## src/hdl/integer_to_ascii_formatter_core_macros.svh

```systemverilog
// Assertion macros shared by the formatter RTL.
`ifndef INTEGER_TO_ASCII_FORMATTER_CORE_MACROS_SVH
`define INTEGER_TO_ASCII_FORMATTER_CORE_MACROS_SVH

// Same-cycle implication, disabled while reset is asserted
`define I2A_ASSERT_IMP(lbl, ck, rn, ante, cons, msg) \
	lbl: assert property (@(posedge ck) disable iff (!rn) (ante) |-> (cons)) \
		else $error(msg);

// Next-cycle implication, disabled while reset is asserted
`define I2A_ASSERT_NXT(lbl, ck, rn, ante, cons, msg) \
	lbl: assert property (@(posedge ck) disable iff (!rn) (ante) |=> (cons)) \
		else $error(msg);

`endif

```

## src/hdl/i2a_pkg.sv

```systemverilog
// Types, codes and character helpers of the integer-to-ASCII formatter.
package i2a_pkg;

	// input mode codes
	localparam logic [2:0] MODE_SDEC = 3'd0;
	localparam logic [2:0] MODE_UDEC = 3'd1;
	localparam logic [2:0] MODE_HEXL = 3'd2;
	localparam logic [2:0] MODE_HEXU = 3'd3;
	localparam logic [2:0] MODE_PTR  = 3'd4;

	// ASCII codes
	localparam logic [7:0] CH_ZERO  = 8'h30;
	localparam logic [7:0] CH_LOWA  = 8'h61;
	localparam logic [7:0] CH_UPA   = 8'h41;
	localparam logic [7:0] CH_MINUS = 8'h2d;
	localparam logic [7:0] CH_X     = 8'h78;

	localparam int NIBS = 16;

	typedef enum logic [1:0] {
		PFX_NONE,
		PFX_MINUS,
		PFX_HEX
	} pfx_t;

	// one classified item: digit nibbles (LSD in bits 3:0), digit count 1..16
	typedef struct packed {
		logic [63:0] nibs;
		logic [4:0]  ndig;
		pfx_t        pfx;
		logic        upper;
	} rec_t;

	// one digit (0..15) to its ASCII character
	function automatic logic [7:0] digit_char(input logic [3:0] d, input logic upper);
		logic [7:0] r;
		if (d < 4'd10) begin
			r = CH_ZERO + {4'd0, d};
		end else if (upper) begin
			r = CH_UPA + {4'd0, d} - 8'd10;
		end else begin
			r = CH_LOWA + {4'd0, d} - 8'd10;
		end
		return r;
	endfunction

endpackage

```

## src/hdl/integer_to_ascii_formatter_core.sv

```systemverilog
// Flow: decimal items run through two-bit double dabble in F_CONV before F_PUSH;
// hex and pointer items go straight from F_IDLE to F_PUSH.
// The front takes a new item only in F_IDLE, after the last one has been pushed;
// the back emits one character per cycle while m_tready holds, passing through B_IDLE between items.
// Reset (arst_n low) clears all control state and empties the record queue.
// Top level of the integer-to-ASCII formatter.
module integer_to_ascii_formatter_core #(
	parameter int QDEPTH = 2
) (
	input  logic        clk,
	input  logic        arst_n,
	input  logic        s_tvalid,
	output logic        s_tready,
	input  logic [71:0] s_tdata,   // [2:0] mode, [66:3] value, [71:67] zero
	output logic        m_tvalid,
	input  logic        m_tready,
	output logic [7:0]  m_tdata,   // [7:0] char_out
	output logic        m_tlast
);
	import i2a_pkg::*;

	logic push;
	logic pop;
	logic q_full;
	logic q_empty;
	rec_t push_rec;
	rec_t pop_rec;

	i2a_front u_front (
		.clk      (clk),
		.arst_n   (arst_n),
		.in_valid (s_tvalid),
		.in_ready (s_tready),
		.in_mode  (s_tdata[2:0]),
		.in_value (s_tdata[66:3]),
		.push     (push),
		.push_rec (push_rec),
		.q_full   (q_full)
	);

	i2a_queue #(
		.DEPTH (QDEPTH)
	) u_queue (
		.clk      (clk),
		.arst_n   (arst_n),
		.push     (push),
		.push_rec (push_rec),
		.full     (q_full),
		.pop      (pop),
		.pop_rec  (pop_rec),
		.empty    (q_empty)
	);

	i2a_back u_back (
		.clk       (clk),
		.arst_n    (arst_n),
		.q_empty   (q_empty),
		.q_rec     (pop_rec),
		.pop       (pop),
		.out_valid (m_tvalid),
		.out_ready (m_tready),
		.out_char  (m_tdata),
		.out_last  (m_tlast)
	);

endmodule

```

## src/hdl/i2a_front.sv

```systemverilog
// Front end: accepts items, classifies the mode and builds digit records.
module i2a_front (
	input  logic          clk,
	input  logic          arst_n,
	input  logic          in_valid,
	output logic          in_ready,
	input  logic [2:0]    in_mode,
	input  logic [63:0]   in_value,
	output logic          push,
	output i2a_pkg::rec_t push_rec,
	input  logic          q_full
);
	import i2a_pkg::*;

	typedef enum logic [1:0] {
		F_IDLE,
		F_CONV,
		F_PUSH
	} fstate_t;

	fstate_t     state_q;
	logic [63:0] nib_q;
	logic [31:0] bin_q;
	logic [3:0]  cnt_q;
	pfx_t        pfx_q;
	logic        upper_q;
	logic [39:0] bcd_next;
	logic [4:0]  ndig;
	logic [31:0] low;
	logic [31:0] mag;

	// one double-dabble step: add 3 to digits >= 5, then shift in one bit
	function automatic logic [39:0] dd_step(input logic [39:0] b, input logic bit_in);
		logic [39:0] t;
		t = b;
		for (int i = 0; i < 10; i++) begin
			if (t[4*i +: 4] >= 4'd5) begin
				t[4*i +: 4] = t[4*i +: 4] + 4'd3;
			end
		end
		return {t[38:0], bit_in};
	endfunction

	// two binary bits per cycle into the BCD register
	assign bcd_next = dd_step(dd_step(nib_q[39:0], bin_q[31]), bin_q[30]);

	// magnitude of the low word
	assign low = in_value[31:0];
	assign mag = (in_mode == MODE_SDEC && low[31]) ? (~low + 32'd1) : low;

	// digit count from the highest nonzero nibble, at least one
	always_comb begin
		ndig = 5'd1;
		for (int i = 0; i < NIBS; i++) begin
			if (nib_q[4*i +: 4] != 4'd0) begin
				ndig = 5'(i + 1);
			end
		end
	end

	assign in_ready = (state_q == F_IDLE);
	assign push     = (state_q == F_PUSH) && !q_full;
	assign push_rec = '{nibs: nib_q, ndig: ndig, pfx: pfx_q, upper: upper_q};

	// control and conversion registers
	always_ff @(posedge clk or negedge arst_n) begin
		if (!arst_n) begin
			state_q <= F_IDLE;
			cnt_q   <= '0;
			nib_q   <= '0;
			bin_q   <= '0;
			pfx_q   <= PFX_NONE;
			upper_q <= 1'b0;
		end else begin
			unique case (state_q)
				F_IDLE: begin
					if (in_valid) begin
						upper_q <= (in_mode == MODE_HEXU);
						bin_q   <= mag;
						cnt_q   <= 4'd15;
						unique case (in_mode)
							MODE_SDEC: begin
								pfx_q   <= low[31] ? PFX_MINUS : PFX_NONE;
								nib_q   <= '0;
								state_q <= F_CONV;
							end
							MODE_UDEC: begin
								pfx_q   <= PFX_NONE;
								nib_q   <= '0;
								state_q <= F_CONV;
							end
							MODE_HEXL, MODE_HEXU: begin
								pfx_q   <= PFX_NONE;
								nib_q   <= in_value;
								state_q <= F_PUSH;
							end
							MODE_PTR: begin
								pfx_q   <= PFX_HEX;
								nib_q   <= in_value;
								state_q <= F_PUSH;
							end
							default: begin
								// unused modes are dropped
								state_q <= F_IDLE;
							end
						endcase
					end
				end
				F_CONV: begin
					nib_q   <= {24'd0, bcd_next};
					bin_q   <= {bin_q[29:0], 2'b00};
					cnt_q   <= cnt_q - 4'd1;
					if (cnt_q == 4'd0) begin
						state_q <= F_PUSH;
					end
				end
				F_PUSH: begin
					if (!q_full) begin
						state_q <= F_IDLE;
					end
				end
				default: begin
					state_q <= F_IDLE;
				end
			endcase
		end
	end

endmodule

```

## src/hdl/i2a_queue.sv

```systemverilog
// Short record queue between the front and back ends.
`include "integer_to_ascii_formatter_core_macros.svh"
module i2a_queue #(
	parameter int DEPTH = 2
) (
	input  logic          clk,
	input  logic          arst_n,
	input  logic          push,
	input  i2a_pkg::rec_t push_rec,
	output logic          full,
	input  logic          pop,
	output i2a_pkg::rec_t pop_rec,
	output logic          empty
);
	import i2a_pkg::*;

	localparam int AW = (DEPTH > 1) ? $clog2(DEPTH) : 1;
	localparam int CW = $clog2(DEPTH + 1);

	rec_t          mem_q [DEPTH];
	logic [AW-1:0] wptr_q;
	logic [AW-1:0] rptr_q;
	logic [CW-1:0] cnt_q;

	assign full    = (cnt_q == CW'(DEPTH));
	assign empty   = (cnt_q == '0);
	assign pop_rec = mem_q[rptr_q];

	// entry storage
	always_ff @(posedge clk) begin
		if (push) begin
			mem_q[wptr_q] <= push_rec;
		end
	end

	// pointers and fill count
	always_ff @(posedge clk or negedge arst_n) begin
		if (!arst_n) begin
			wptr_q <= '0;
			rptr_q <= '0;
			cnt_q  <= '0;
		end else begin
			if (push) begin
				wptr_q <= (wptr_q == AW'(DEPTH - 1)) ? '0 : wptr_q + AW'(1);
			end
			if (pop) begin
				rptr_q <= (rptr_q == AW'(DEPTH - 1)) ? '0 : rptr_q + AW'(1);
			end
			if (push && !pop) begin
				cnt_q <= cnt_q + CW'(1);
			end else if (pop && !push) begin
				cnt_q <= cnt_q - CW'(1);
			end
		end
	end

	`I2A_ASSERT_IMP(a_no_overflow, clk, arst_n, push, !full, "push into full queue")
	`I2A_ASSERT_IMP(a_no_underflow, clk, arst_n, pop, !empty, "pop from empty queue")

endmodule

```

## src/hdl/i2a_back.sv

```systemverilog
// Back end: turns digit records into characters and pops the next record only from B_IDLE.
`include "integer_to_ascii_formatter_core_macros.svh"
module i2a_back (
	input  logic          clk,
	input  logic          arst_n,
	input  logic          q_empty,
	input  i2a_pkg::rec_t q_rec,
	output logic          pop,
	output logic          out_valid,
	input  logic          out_ready,
	output logic [7:0]    out_char,
	output logic          out_last
);
	import i2a_pkg::*;

	typedef enum logic [1:0] {
		B_IDLE,
		B_PFX0,
		B_PFX1,
		B_DIG
	} bstate_t;

	bstate_t     state_q;
	logic [63:0] nib_q;
	logic [4:0]  dcnt_q;
	pfx_t        pfx_q;
	logic        upper_q;
	logic        valid_q;
	logic [7:0]  char_q;
	logic        last_q;
	logic        adv;
	logic [3:0]  didx;
	logic [3:0]  dig;

	// output register free or being drained this cycle
	assign adv  = !valid_q || out_ready;
	assign pop  = (state_q == B_IDLE) && !q_empty;
	assign didx = dcnt_q[3:0] - 4'd1;
	assign dig  = nib_q[{didx, 2'b00} +: 4];

	assign out_valid = valid_q;
	assign out_char  = char_q;
	assign out_last  = last_q;

	// sequencer and output register
	always_ff @(posedge clk or negedge arst_n) begin
		if (!arst_n) begin
			state_q <= B_IDLE;
			valid_q <= 1'b0;
			dcnt_q  <= '0;
			nib_q   <= '0;
			pfx_q   <= PFX_NONE;
			upper_q <= 1'b0;
			char_q  <= '0;
			last_q  <= 1'b0;
		end else begin
			unique case (state_q)
				B_IDLE: begin
					if (adv) begin
						valid_q <= 1'b0;
					end
					if (!q_empty) begin
						nib_q   <= q_rec.nibs;
						dcnt_q  <= q_rec.ndig;
						pfx_q   <= q_rec.pfx;
						upper_q <= q_rec.upper;
						state_q <= (q_rec.pfx == PFX_NONE) ? B_DIG : B_PFX0;
					end
				end
				B_PFX0: begin
					if (adv) begin
						valid_q <= 1'b1;
						last_q  <= 1'b0;
						char_q  <= (pfx_q == PFX_MINUS) ? CH_MINUS : CH_ZERO;
						state_q <= (pfx_q == PFX_MINUS) ? B_DIG : B_PFX1;
					end
				end
				B_PFX1: begin
					if (adv) begin
						valid_q <= 1'b1;
						last_q  <= 1'b0;
						char_q  <= CH_X;
						state_q <= B_DIG;
					end
				end
				B_DIG: begin
					if (adv) begin
						valid_q <= 1'b1;
						last_q  <= (dcnt_q == 5'd1);
						char_q  <= digit_char(dig, upper_q);
						dcnt_q  <= dcnt_q - 5'd1;
						if (dcnt_q == 5'd1) begin
							state_q <= B_IDLE;
						end
					end
				end
				default: begin
					if (adv) begin
						valid_q <= 1'b0;
					end
					state_q <= B_IDLE;
				end
			endcase
		end
	end

	`I2A_ASSERT_IMP(a_dig_nonzero, clk, arst_n, state_q == B_DIG, dcnt_q != 5'd0, "empty digit run")
	`I2A_ASSERT_NXT(a_pop_starts, clk, arst_n, pop, state_q != B_IDLE, "pop without run")

endmodule
```

## config.mk

```make
export PLATFORM = sky130hd
export DESIGN_NAME = integer_to_ascii_formatter_core
export DESIGN_NICKNAME = d
export VERILOG_FILES = /design/src/hdl/i2a_pkg.sv /design/src/hdl/integer_to_ascii_formatter_core.sv /design/src/hdl/i2a_front.sv /design/src/hdl/i2a_queue.sv /design/src/hdl/i2a_back.sv
export VERILOG_INCLUDE_DIRS = /design/src /design/src/hdl
export SDC_FILE = /design/constraint.sdc
export NUM_CORES = 1
export LEC_CHECK = 0
export BUFFER_PORTS_ARGS = -buffer_cell sky130_fd_sc_hd__buf_2
export CAP_MARGIN = 20
export CORE_MARGIN = 5
export CORE_UTILIZATION = 35
export CTS_CLUSTER_SIZE = 28
export DETAILED_ROUTE_END_ITERATION = 12
export SLEW_MARGIN = 30
export SYNTH_ARGS = -nofsm -noshare
export SYNTH_HDL_FRONTEND = slang
export SYNTH_SLANG_ARGS = --single-unit
```

## constraint.sdc

```tcl
create_clock -name clk -period 11.2 [get_ports clk]
set_input_delay 2.24 -clock clk [delete_from_list [all_inputs] [get_ports clk]]
set_output_delay 2.24 -clock clk [all_outputs]
set_load 0.05 [all_outputs]
```

### After elaboration in Yosys (flattened, before gate mapping)

Memories as Yosys holds them, arrays and structs flattened.
Cells that the tools add are included.

* add/sub/neg operators: 33
* multiply operators: 0
* div/mod/pow operators: 0
* order comparisons: 21
* equality and inequality tests: 24
* shifts and indexed selects: 1
* multiplexer cells: 79
* bitwise operators: 2
* reduce and logical (&&, ||, !) cells: 54

Operators with widths (number)
* $pmux 64 s2: 2
* $mux 4: 27
* $ge 4x3->1 const B: 20
* $add 4x2->4 const B: 18
* $mux 32: 2
* $mux 64: 1
* $pmux 32 s2: 1
* $shiftx 64x7->4: 1
* $reduce_bool 4->1: 15
* $mux 8: 5
* $add 32x1->32 const B: 1
* $not 32->32: 1
* $mux 2: 13
* $pmux 8 s3: 1
* $mux 5: 4
* $mux 3: 6
* $add 7x4->8 const A: 2
* $ne 2x1->1 const B: 8
* $sub 8x4->8 const B: 2
* $reduce_and 3->1: 5
* $pmux 2 s3: 2
* $pmux 5 s2: 1
* $mux 1: 9
* $reduce_or 3->1: 3
* other kinds (33): 64

* flip-flop bits (word level): 193
* bits in latches: 0
* memory bits (writable): 144
* ROM bits: 0
* input port bits: 76
* output and inout port bits: 11
* logic and storage cells: 232
* memories kept: 1

Memories
* u_queue.mem_q: words 2, width 72, rd ports 1, clocked after memory_dff 0, write ports 1, line i2a_queue.sv:20 `rec_t mem_q [DEPTH];`

### Logic depth before layout (Yosys ltp)

Gate-level depths: netlist of the first run.

* depth after elaboration: 16
* mapped depth: 16

### Modules after synthesis

A second synthesis of the first run with hierarchy kept.

* cell total of the unflattened synthesis: 1306
* area total of the unflattened synthesis: 16812.4 µm²

Modules (own cells, without submodules)
* i2a_front: instances 1, cells an instance 774, area an instance 7015.5 µm²
* i2a_queue: instances 1, cells an instance 240, area an instance 5731.7 µm²
* i2a_back: instances 1, cells an instance 292, area an instance 4065.1 µm²

### Worst setup path after synthesis of the first run

No wires, ideal clock.

* path type: reg-to-reg
* from: register u_front.state_q[0]
* to: memory u_queue.mem_q[0][0] (netlist bit), enable pin
* arrival: 4.083 ns
* required time: 10.697 ns
* path slack: 6.614 ns
* cell stages (with the launch flop): 6
* buffers on the path: 2
* period minus slack after synthesis: 4.586 ns
* cells stage by stage: dfrtp_1 -> clkbuf_1 -> inv_1 -> clkbuf_1 -> nand3_1 -> nor2_1

* cells in the longest elaborated chain, start to end: 4

RTL lines
* start, declared: line i2a_front.sv:21 `fstate_t state_q;`
* start signal, assigned: line i2a_front.sv:68 `state_q <= F_IDLE;`
* start signal, assigned: line i2a_front.sv:85 `state_q <= F_CONV;`
* start signal, assigned: line i2a_front.sv:90 `state_q <= F_CONV;`
* $eq 2x2->1: line i2a_front.sv:62 `assign push = (state_q == F_PUSH) && !q_full;`
* $logic_and 1x1->1: line i2a_front.sv:62
* $mux 1: line i2a_queue.sv:31 `if (push) begin`
* $mux 1 (implied by the code): line i2a_queue.sv:32 `mem_q[wptr_q] <= push_rec;`
* end, declared: line i2a_queue.sv:20

Every way passes these cells.

### Worst setup path in the final report of the first run

* from: input s_tdata[4]
* to: register u_front.bin_q[24]

* cells in the longest elaborated chain, start to end: 5

RTL lines
* start, declared: line integer_to_ascii_formatter_core.sv:14 `input logic [71:0] s_tdata,`
* $not 32->32: line i2a_front.sv:49 `assign mag = (in_mode == MODE_SDEC && low[31]) ? (~low + 32'd1) : low;`
* $add 32x1->32: line i2a_front.sv:49
* $mux 32: line i2a_front.sv:49
* $mux 32: line i2a_front.sv:77 `if (in_valid) begin`
* $pmux 32 s2: line i2a_front.sv:75 `unique case (state_q)`
* end signal, assigned: line i2a_front.sv:79 `bin_q <= mag;`
* end signal, assigned: line i2a_front.sv:111 `bin_q <= {bin_q[29:0], 2'b00};`
* end, declared: line i2a_front.sv:23 `logic [31:0] bin_q;`

Every way passes these cells. The select of a mux whose other input is x is not followed.
A chain may end at the register's enable or synchronous reset.

==> metrics.md, run 1 <==
| Metric | Value |
|---|---|
| Status | completed |
| Critical path required time | 11.64 ns |
| GRT Overall Usage | 14.2% |
| Top cells by area, synth | dfrtp_1 (30%), edfxtp_1 (27%), mux2i_1 (6.0%) |
| IO Count | 87 |
| Hold WC Path Type | reg -> reg |
| Largest net degree at the start of global routing | 112 |
| Post-cts hold buffer count | 0 |
| CTS max path bufs | 3 |
| Leakage power | 0.00748 µW |
| First-pass GRT wire length | 57700 µm |
| CTS root buffer | clkbuf_16 |
| FMAX | 0.242 GHz |
| Setup Fix Bufs, Post-CTS | 0 |
| CTS Buf Count | 37 |
| Initial antenna violation count | 2 |
| Dpl ws | 6.48 ns |
| Critical path type | in -> reg |
| Top cells by count, synth | dfrtp_1 (192), edfxtp_1 (144), o21ai_0 (142), nand2_1 (123) |
| Fin. Hold Viols | 0 |
| Worst IR Drop VDD | 163 µV |
| Cell taking the most area after synthesis | dfrtp_1 |
| Clock Skew | 0.0221 ns |
| Site Rows | 78 |
| Share of layout cells above drive strength 1 | 13.1% |
| Power Density | 323 nW/µm² |
| Core Box Area | 45300 µm² |
| Setup total negative slack | 0 ns |
| Die Span X | 224 µm |
| RSZ-0062 raised after global routing | false |
| Vias in the first global route | 10600 |
| CP peak stage delay | 0.51 ns |
| Max cap viols | 0 |
| Fill cells | 4295 |
| Post-synthesis async set-or-reset flop share | 57.1% |
| DRT antenna net count | 0 |
| Min cycle time layout | 4.13 ns |
| Area Overhead vs Synth | 14.6% |
| Clk Latency, worst-skew pair | 0.55 ns |
| CP Max Fanout | 7 |
| Drt initial violations | 636 |
| Register area share after synthesis | 57.2% |
| EDFF count, synth | 144 |
| CTS resizes | 0 |
| Critical Path Slowest Stage Cell | o21ai_1 |
| WL final | 35800 µm |
| Slew HR | 42.4% |
| Vias/cell | 5.16 |
| First-pass DRT Iterations | 5 |
| H-tree levels | 2 |
| FF+latch count, synth | 336 |
| Yosys warnings | 0 |
| Mapped cell area | 16000 µm² |
| Drt wl/cell | 17.4 µm |
| Worst-path clk slew | 0.05 ns |
| Post-synthesis cell type count | 56 |
| CTS tree | done |
| HPWL Detailed | 24400 µm |
| Chip height | 224 µm |
| Worst setup EP type | flop |
| Crit path DAT | 4.58 ns |
| # port buffers | 80 |
| Gp weighted congestion | 0.798 |
| Total number of vias | 10600 |
| Die Footprint | 50000 µm² |
| Final setup viols | 0 |
| Synth top area share | 30.1% |
| Nets | 1558 |
| Final worst path period share | 36.9% |
| Synth Instances | 1367 |
| Syn nets | 1494 |
| DRC errors left | 0 |
| GRT Residual Overflow | 0 |
| Starting Density | 35.3% |
| Synthesized area per cell | 11.7 µm² |
| Pins over their slew limit | 0 |
| Critical Path Start Type | input port |
| Synth Flop Type | dfrtp_1 |
| Actual slew at the worst max-slew pin | 0.864 ns |
| Most frequent cell after synthesis | dfrtp_1 |
| Worst-path cell chain | buf_2 > inv_1 > ha_1 > nor4b_1 > nand4_1 > o21ai_1 > o21ai_0 > xnor2_1 > a211oi_1 |
| CTS Sinks | 336 |
| Min setup slack post-route | 7.07 ns |
-- sequential cells by signal, summed over array words and instances, names as in the netlist, 4 cells and up --
| signal | count |
|---|---|
| u_front.bin_q | 32 |
| u_back.dcnt_q | 5 |
| u_front.nib_q | 64 |
| u_front.cnt_q | 4 |
| u_queue.mem_q | 144 |
| u_back.nib_q | 64 |
| u_back.out_char | 7 |
-- report_power, final --
group / internal (µW) / switching [µW]
Clock: 779 / 493
Combinational: 1040 / 1440
Sequential: 1810 / 358
-- final timing paths --
kind                                  start                  to  slack [ns]  cells past startpoint
setup / recovery                 s_tdata[4]   u_front.bin_q[24]        7.07                      9
hold / removal             u_front.cnt_q[3]    u_front.cnt_q[3]        0.47                      1
setup reg to reg           u_back.dcnt_q[1]  u_back.out_char[6]        7.98                     11
hold reg to reg            u_front.cnt_q[3]    u_front.cnt_q[3]        0.47                      1
max in group asynchronous            arst_n    u_front.bin_q[7]        7.67                      3
min in group asynchronous            arst_n   u_front.nib_q[55]        1.71                      1
-- through the flow --
stage               area, µm²  cells  power, µW  hold slack, ns  utilization (%)
global placement        17000   1991       4580           0.458             37.5
global route            18300   2060       6380           0.496             40.4
floorplan               16000   1367       4030           0.442                -
detailed placement      17000   1992       4680           0.467             37.6
finish                  18300   2060       5910           0.472             40.4
CTS                     18300   2059       5980           0.476             40.4
-- cells by family (layout without fill, tap and decap cells) --
| logic type | Yosys count | count (layout) | synth area share (%) |
|---|---|---|---|
| muxes | 122 | 122 | 9.19 |
| xor gates and xnor gates | 58 | 58 | 3.23 |
| adders and majority gates | 51 | 51 | 4.00 |
| buffers and inverters | 125 | 217 | 3.06 |
| other | 1 | 2 | 0.0235 |
| and+or+nand+nor | 279 | 279 | 8.45 |
| DFF | 336 | 336 | 57.2 |
| AOI/OAI and AO/OA | 395 | 395 | 14.9 |
-- layout make-up --
| class | count | area (µm²) | share of cell area (%) |
|---|---|---|---|
| Antenna cell | 1 | 2.50 | 0.0137 |
| Clock buffer | 48 | 1010 | 5.50 |
| Clock inverter | 19 | 270 | 1.48 |
| Inverter | 57 | 214 | 1.17 |
| Multi-Input combinational cell | 906 | 6390 | 34.9 |
| Sequential cell | 336 | 9130 | 49.9 |
| Tap cell | 600 | 751 | 4.10 |
| Timing Repair Buffer | 93 | 538 | 2.94 |
-- layout by cell type (no fill, tap or decap), drive strengths merged, types with 7 or more instances in the layout --
cell type,synthesis,routed
mux2i,96,96
edfxtp,144,144
a221oi,10,10
inv,57,61
a31oi,7,7
dfrtp,192,192
xnor2,45,45
buf,11,92
ha,51,51
a22oi,36,36
nand2,123,123
a21boi,16,16
clkbuf,57,49
nor2,43,43
a22o,27,27
o22ai,32,32
o31ai,7,7
mux4,19,19
a21oi,96,96
mux2,7,7
nor3b,26,26
xor2,13,13
clkinv,0,9
nand2b,23,23
nor3,22,22
o21ai,148,148
-- worst max-delay path: cells and delay by family --
family | cells | cell delay (ns)
buffers and inverters | 2 | 0.21
adder cells (fa/ha/maj) | 1 | 0.21
AND/OR/NAND/NOR | 2 | 0.79
XOR/XNOR | 1 | 0.18
AO/OA/AOI/OAI | 3 | 0.95
-- layer usage --
| layer | up-vias | global-route usage [%] | share of wire (%) |
|---|---|---|---|
| met1 | 5214 | 19.9 | 46 |
| li1 | 5174 | - | - |
| met3 | 49 | 2.73 | 4.2 |
| met2 | 197 | 22.8 | 48 |
| met4 | 0 | 3.81 | 1.9 |
| met5 | - | 0 | 0 |
No activity file was read; power rests on OpenSTA's default activity.
==> run 2, diff against run 1 <==
==> constraint.sdc (replaced) <==
create_clock -name clk -period 3.4 [get_ports clk]
set_input_delay 0.68 -clock clk [delete_from_list [all_inputs] [get_ports clk]]
set_output_delay 0.68 -clock clk [all_outputs]
set_load 0.05 [all_outputs]
==> run 2 against run 1 <==
Sequential share of layout area decreased by 0.10 points. Clock skew fell by 0.0071 ns. Clock-buffer cell count up 5. First-iteration DRC count is 7.9% lower. Hold slack got worse by 0.37 ns. Combinational power rose to 3.3 times the previous value. Via count up 0.59%. Wire length is 1.5% higher. Utilization grew 0.083 points. Register-to-register slack worse by 7.5 ns.
==> metrics.md, run 2 (synthesis gave the netlist of run 1 again) <==
| Metric | Value |
|---|---|
| Slew HR | 45.8% (+3.4 points) |
| Power Density | 1060 nW/µm² (+230%) |
| Hold WC Path Type | in -> async |
| Status | completed |
| Finished Core Util | 40.5% (+0.083 points) |
| Post-cts hold buffer count | 0 (unchanged) |
| Max Used Layer | met4 |
| Nets | 1573 (+0.96%) |
| CTS tree | done |
| Pins over their slew limit | 0 (unchanged) |
| Drt initial violations | 586 (-7.9%) |
| Die Span X | 224 µm (unchanged) |
| Post-Route Hold Slack | 0.102 ns (-0.370 ns) |
| Min cycle time layout | 2.90 ns |
| R2R cell count | 10 (-1) |
| CP Max Fanout | 7 (unchanged) |
| Initial antenna violation count | 0 (-2) |
| Worst IR Drop VDD | 475 µV (+190%) |
| Leakage power | 0.00751 µW (+0.35%) |
| Total number of vias | 10700 (+0.59%) |
| Worst Setup SP | u_back.dcnt_q[1] |
| CTS root buffer | clkbuf_16 |
| R2R setup slack | 0.50 ns (-7.48 ns) |
| Fin. Hold Viols | 0 (unchanged) |
| Critical Path Start Type | flop |
| Largest Register | u_queue.mem_q |
| GRT Residual Overflow | 0 (unchanged) |
| Fin area | 18300 µm² (+0.20%) |
| First-pass GRT wire length | 59400 µm (+2.9%) |
| Starting Density | 35.3% (unchanged) |
| DRC errors left | 0 (unchanged) |
| Site Rows | 78 (unchanged) |
| Critical path type | reg -> reg |
| Highest-count cells in the layout ignoring fill and taps | dfrtp_1 (191), edfxtp_1 (144), o21ai_0 (141) |
| Chip height | 224 µm (unchanged) |
| First-pass DRT Iterations | 5 (unchanged) |
| # port buffers | 80 (unchanged) |
| Setup total negative slack | 0 ns (unchanged) |
| Crit path DAT | 3.34 ns (-1.24 ns) |
| Area Overhead vs Synth | 14.9% |
| Final worst path period share | 85.4% |
| H-tree levels | 2 (unchanged) |
| Largest net degree at the start of global routing | 114 (+1.8%) |
| Max cap viols | 0 (unchanged) |
| Gp weighted congestion | 0.797 (-0.18%) |
| Routed wl met3 | 1440 µm (-4.2%) |
| CTS Buf Count | 37 (unchanged) |
| Critical path required time | 3.84 ns (-7.80 ns) |
| Drt wl/cell | 17.5 µm (+0.73%) |
| Reg-to-Reg Start | u_back.dcnt_q[1] |
| Die Footprint | 50000 µm² (unchanged) |
| Vias/cell | 5.16 (-0.13%) |
| GRT Overall Usage | 14.5% (+0.33 points) |
| Vias in the first global route | 10800 (+2.7%) |
| Clk Latency, worst-skew pair | 0.53 ns (-0.02 ns) |
| Actual slew at the worst max-slew pin | 0.810 ns (-0.0543 ns) |
| Placed cell areas | 17100 µm² (+0.76%) |
| Clock Skew | 0.0150 ns (-0.00712 ns) |
| Routed length on met2 | 17200 µm (+0.75%) |
| RSZ-0062 raised after global routing | false |
| Max reg flops | 144 (unchanged) |
| CTS Sinks | 336 (unchanged) |
| CP endpoint | u_back.out_char[4] |
| HPWL Detailed | 24800 µm (+1.6%) |
| Core Box Area | 45300 µm² (unchanged) |
| Worst-path clk slew | 0.06 ns (about the same) |
| Share of layout cells above drive strength 1 | 13.4% (+0.33 points) |
| Non-Filler Instances | 2075 (+0.73%) |
| WL final | 36300 µm (+1.5%) |
| DRT antenna net count | 0 (unchanged) |
| Most common cell after layout, fill and taps aside | dfrtp_1 |
| FMAX | 0.344 GHz |
| Final setup viols | 0 (unchanged) |
| IO Count | 87 (unchanged) |
| Top Registers | u_queue.mem_q: 144 flops, u_back.nib_q: 64 flops, u_front.nib_q: 64 flops |
| CTS max path bufs | 3 (unchanged) |
| Met1 wire length | 17000 µm (+2.6%) |
| Setup Fix Bufs, Post-CTS | 0 (unchanged) |
| CTS resizes | 0 (unchanged) |
| Placed cells | 2007 (+0.75%) |
| Antenna fix cells | 0 (-1) |
| Worst setup EP type | flop |
| R2r endpoint | u_back.out_char[4] |
run 2: per-layer routing:
| layer | track usage, % | up-vias |
|---|---|---|
| met5 | 0 | - |
| met4 | 3.54 | 0 |
| met3 | 2.90 | 50 |
| met2 | 23.9 | 163 |
| met1 | 19.9 | 5289 |
| li1 | - | 5195 |
run 2: final cells by class:
type,instances,area (µm²)
Sequential cell,336,9130
Tap cell,600,751
Clock buffer,53,1030
Inverter,57,214
Clock inverter,15,179
Timing Repair Buffer,108,657
Multi-Input combinational cell,906,6390
Fill cell,4348,26900
run 2: worst min path at each step:
stage / start / endpoint / slack, ns / cells after the start
6_report: arst_n / u_front.nib_q[53] / 0.10 / 1
5_1_grt: arst_n / u_front.nib_q[53] / 0.12 / 1
4_1_cts: arst_n / u_back.nib_q[55] / 0.10 / 1
3_5_place_dp: u_front.cnt_q[3] / u_front.cnt_q[3] / 0.47 / 1
3_3_place_gp: u_back.nib_q[13] / u_back.nib_q[13] / 0.46 / 2
2_1_floorplan: arst_n / u_back.dcnt_q[0] / 0.38 / 0
run 2: power breakdown:
group	internal, µW	switching (µW)
sequential	5950	1180
combinational	3530	4770
clock	2350	1630
total	11800	7580
run 2: critical path, stage by stage, from the launching register on:
cell and delay, ns:
dfrtp_1 0.36, inv_1 0.07, ha_1 0.47, buf_4 0.24, mux4_2 0.34, mux4_2 0.58, inv_1 0.09, ha_1 0.17
inv_1 0.06, or3_1 0.36, o221ai_1 0.07
run 2: per-stage QoR:
| step | setup slack, ns | total power (µW) |
|---|---|---|
| 2_1_floorplan | 0.0158 | 13300 |
| 3_3_place_gp | 0.502 | 15300 |
| 3_5_place_dp | 0.499 | 15600 |
| 4_1_cts | 0.477 | 19600 |
| 5_1_grt | 0.321 | 21000 |
| 6_report | 0.496 | 19400 |
==> run 3, diff against run 2 <==
--- a/config.mk
+++ b/config.mk
@@ -12,6 +12,7 @@
 export CORE_UTILIZATION = 35
 export CTS_CLUSTER_SIZE = 28
 export DETAILED_ROUTE_END_ITERATION = 12
+export REMOVE_ABC_BUFFERS = 1
 export SLEW_MARGIN = 30
 export SYNTH_ARGS = -nofsm -noshare
 export SYNTH_HDL_FRONTEND = slang
==> run 3 against run 2 <==
Clock skew grew 0.0059 ns. Critical path depth unchanged. Design area up 0.58%. Sequential power hardly changed. Global-route usage grew 0.14 points. Sequential share of layout area is 0.29 points lower. Register-to-register slack improved by 0.16 ns. Worst setup slack improved by 0.16 ns. Clock-buffer cell count up 2. Hold slack improved by 0.10 ns. Via count up 1.2%. Wire length is 2.0% higher.
==> metrics.md, run 3 (synthesis gave the netlist of run 1 again) <==
| Metric | Value |
|---|---|
| Status | completed |
| Area of the multi-input gates | 6380 µm² (about the same) |
| GRT Overall Usage | 14.7% (+0.14 points) |
| Top Registers | u_queue.mem_q: 144 flops, u_back.nib_q: 64 flops, u_front.nib_q: 64 flops |
| Max reg flops | 144 (unchanged) |
| Worst IR Drop VDD | 580 µV (+22%) |
| Power Density | 1060 nW/µm² (+0.43%) |
| Area Overhead vs Synth | 15.5% |
| R2r endpoint | u_back.out_char[4] |
| Overall Power | 19600 µW (+1.0%) |
| Pins over their slew limit | 0 (unchanged) |
| Largest net degree at the start of global routing | 91 (-20%) |
| Worst setup EP type | flop |
| Vias in the first global route | 10700 (-1.1%) |
| Non-Filler Instances | 2082 (+0.34%) |
| Actual slew at the worst max-slew pin | 0.796 ns (-0.0142 ns) |
| CP bufs+invs | 2 (-2) |
| Vias/cell | 5.20 (+0.90%) |
| Final worst path period share | 80.6% (-4.8 points) |
| # port buffers | 80 (unchanged) |
| Worst-path clk slew | 0.06 ns (about the same) |
| CTS Buf Count | 39 (+5.4%) |
| R2R cell count | 10 (unchanged) |
| Most common cell after layout, fill and taps aside | dfrtp_1 |
| Slew HR | 46.5% (+0.65 points) |
| RSZ-0062 raised after global routing | false |
| Initial antenna violation count | 0 (unchanged) |
| FF+latch area | 9130 µm² (unchanged) |
| First-pass DRT Iterations | 5 (unchanged) |
| Hold WC Path Type | in -> async |
| Min cycle time layout | 2.74 ns (-0.164 ns) |
| IO Count | 87 (unchanged) |
| HPWL Detailed | 25300 µm (+1.9%) |
| Critical path required time | 3.85 ns (about the same) |
| Antenna fix cells | 0 (unchanged) |
| Share of layout cells above drive strength 1 | 14.0% (+0.61 points) |
| R2R setup slack | 0.66 ns (+0.16 ns) |
| Die Span X | 224 µm (unchanged) |
| DRT antenna net count | 0 (unchanged) |
| WL final | 37000 µm (+2.0%) |
| Reg-to-Reg Start | u_back.dcnt_q[0] |
| DRC errors left | 0 (unchanged) |
| First-pass GRT wire length | 59100 µm (-0.44%) |
| Final setup viols | 0 (unchanged) |
| Total number of vias | 10800 (+1.2%) |
| Gp weighted congestion | 0.815 (+2.3%) |
| Max cap viols | 0 (unchanged) |
| Critical Path Start Type | flop |
| Nets | 1579 (+0.38%) |
| Fin. Hold Viols | 0 (unchanged) |
| Leakage power | 0.00757 µW (+0.89%) |
| CTS resizes | 0 (unchanged) |
| Setup total negative slack | 0 ns (unchanged) |
| Finished Core Util | 40.7% (+0.23 points) |
| Critical Path Slowest Stage Cell | dfrtp_1 |
| CTS Sinks | 336 (unchanged) |
| FMAX | 0.365 GHz (+6.0%) |
| CTS tree | done |
| CP Max Fanout | 3 (-4) |
| CP peak stage delay | 0.37 ns (-0.21 ns) |
| CTS max path bufs | 3 (unchanged) |
| Drt wl/cell | 17.8 µm (+1.7%) |
| CP top delay family | multiplexers |
| Fill cells | 4304 (-1.0%) |
| Crit path DAT | 3.19 ns (-0.15 ns) |
| Drt initial violations | 688 (+17%) |
| Clk Latency, worst-skew pair | 0.54 ns (about the same) |
| Core Box Area | 45300 µm² (unchanged) |
| Clock Skew | 0.0209 ns (+0.00593 ns) |
| Worst-path cell chain | inv_1 > ha_1 > xnor2_2 > mux4_2 > mux2_2 > a21oi_1 > ha_1 > inv_1 > or3_1 > o221ai_1 |
| Chip height | 224 µm (unchanged) |
| CTS root buffer | clkbuf_16 |
| Critical path type | reg -> reg |
| Site Rows | 78 (unchanged) |
| Starting Density | 35.3% (unchanged) |
| Post-Route Hold Slack | 0.207 ns (+0.105 ns) |
| Placed cells | 2011 (+0.20%) |
| Highest-count cells in the layout ignoring fill and taps | dfrtp_1 (191), edfxtp_1 (144), o21ai_0 (141) |
| Largest Register | u_queue.mem_q |
| GRT Residual Overflow | 0 (unchanged) |
| Die Footprint | 50000 µm² (unchanged) |
| Setup Fix Bufs, Post-CTS | 0 (unchanged) |
| H-tree levels | 2 (unchanged) |
| Post-cts hold buffer count | 0 (unchanged) |
[run 3: cell count changes in the layout (fill, tap and decap cells not counted), sizes merged]
cell | previous run | this run
inv | 60 | 57
clkbuf | 54 | 56
buf | 107 | 111
clkinv | 8 | 13
clkinvlp | 1 | 0
[run 3: worst reg2reg max path, stage by stage (launching register included)]
cell,delay (ns)
dfrtp_1,0.37
inv_1,0.05
ha_1,0.24
xnor2_2,0.28
mux4_2,0.35
mux2_2,0.31
a21oi_1,0.33
ha_1,0.24
inv_1,0.05
or3_1,0.36
o221ai_1,0.07
[run 3: report_power, final]
part,total (µW),switching [µW],internal [µW]
logic,8300,4760,3540
registers,7150,1200,5950
clock network,4160,1660,2500
[run 3: area by class of cell]
cell class	count	area share, %
flip-flops and latches	336	49.5
clock buffers	55	5.95
multi-input cells	906	34.6
inverters	57	1.16
well taps	600	4.07
clock inverters	16	1.02
repair buffers	112	3.72
[run 3: metal layers]
metal	GRT usage, %	part of all wire, %
met1	20.2	47
met2	24.1	47
met3	2.71	3.9
met4	3.60	2.2
met5	0	0
[run 3: how the worst max path moves through the flow]
stage                       from                 end  slack [ns]  cells past startpoint
2_1_floorplan   u_queue.cnt_q[0]    u_back.dcnt_q[4]       -4.81                      5
3_3_place_gp          s_tdata[3]   u_front.bin_q[24]        0.57                     10
3_5_place_dp          s_tdata[3]   u_front.bin_q[24]        0.53                     10
4_1_cts         u_back.dcnt_q[0]  u_back.out_char[4]        0.70                     10
5_1_grt        u_front.nib_q[13]   u_front.nib_q[18]        0.46                     11
6_report        u_back.dcnt_q[0]  u_back.out_char[4]        0.66                     10
[run 3: metrics by stage]
stage / setup WS (ns) / area, µm²
detailed placement: 0.526 / 17200
CTS: 0.698 / 18500
floorplan: -4.81 / 15700
finish: 0.660 / 18500
global route: 0.457 / 18500
global placement: 0.570 / 17200
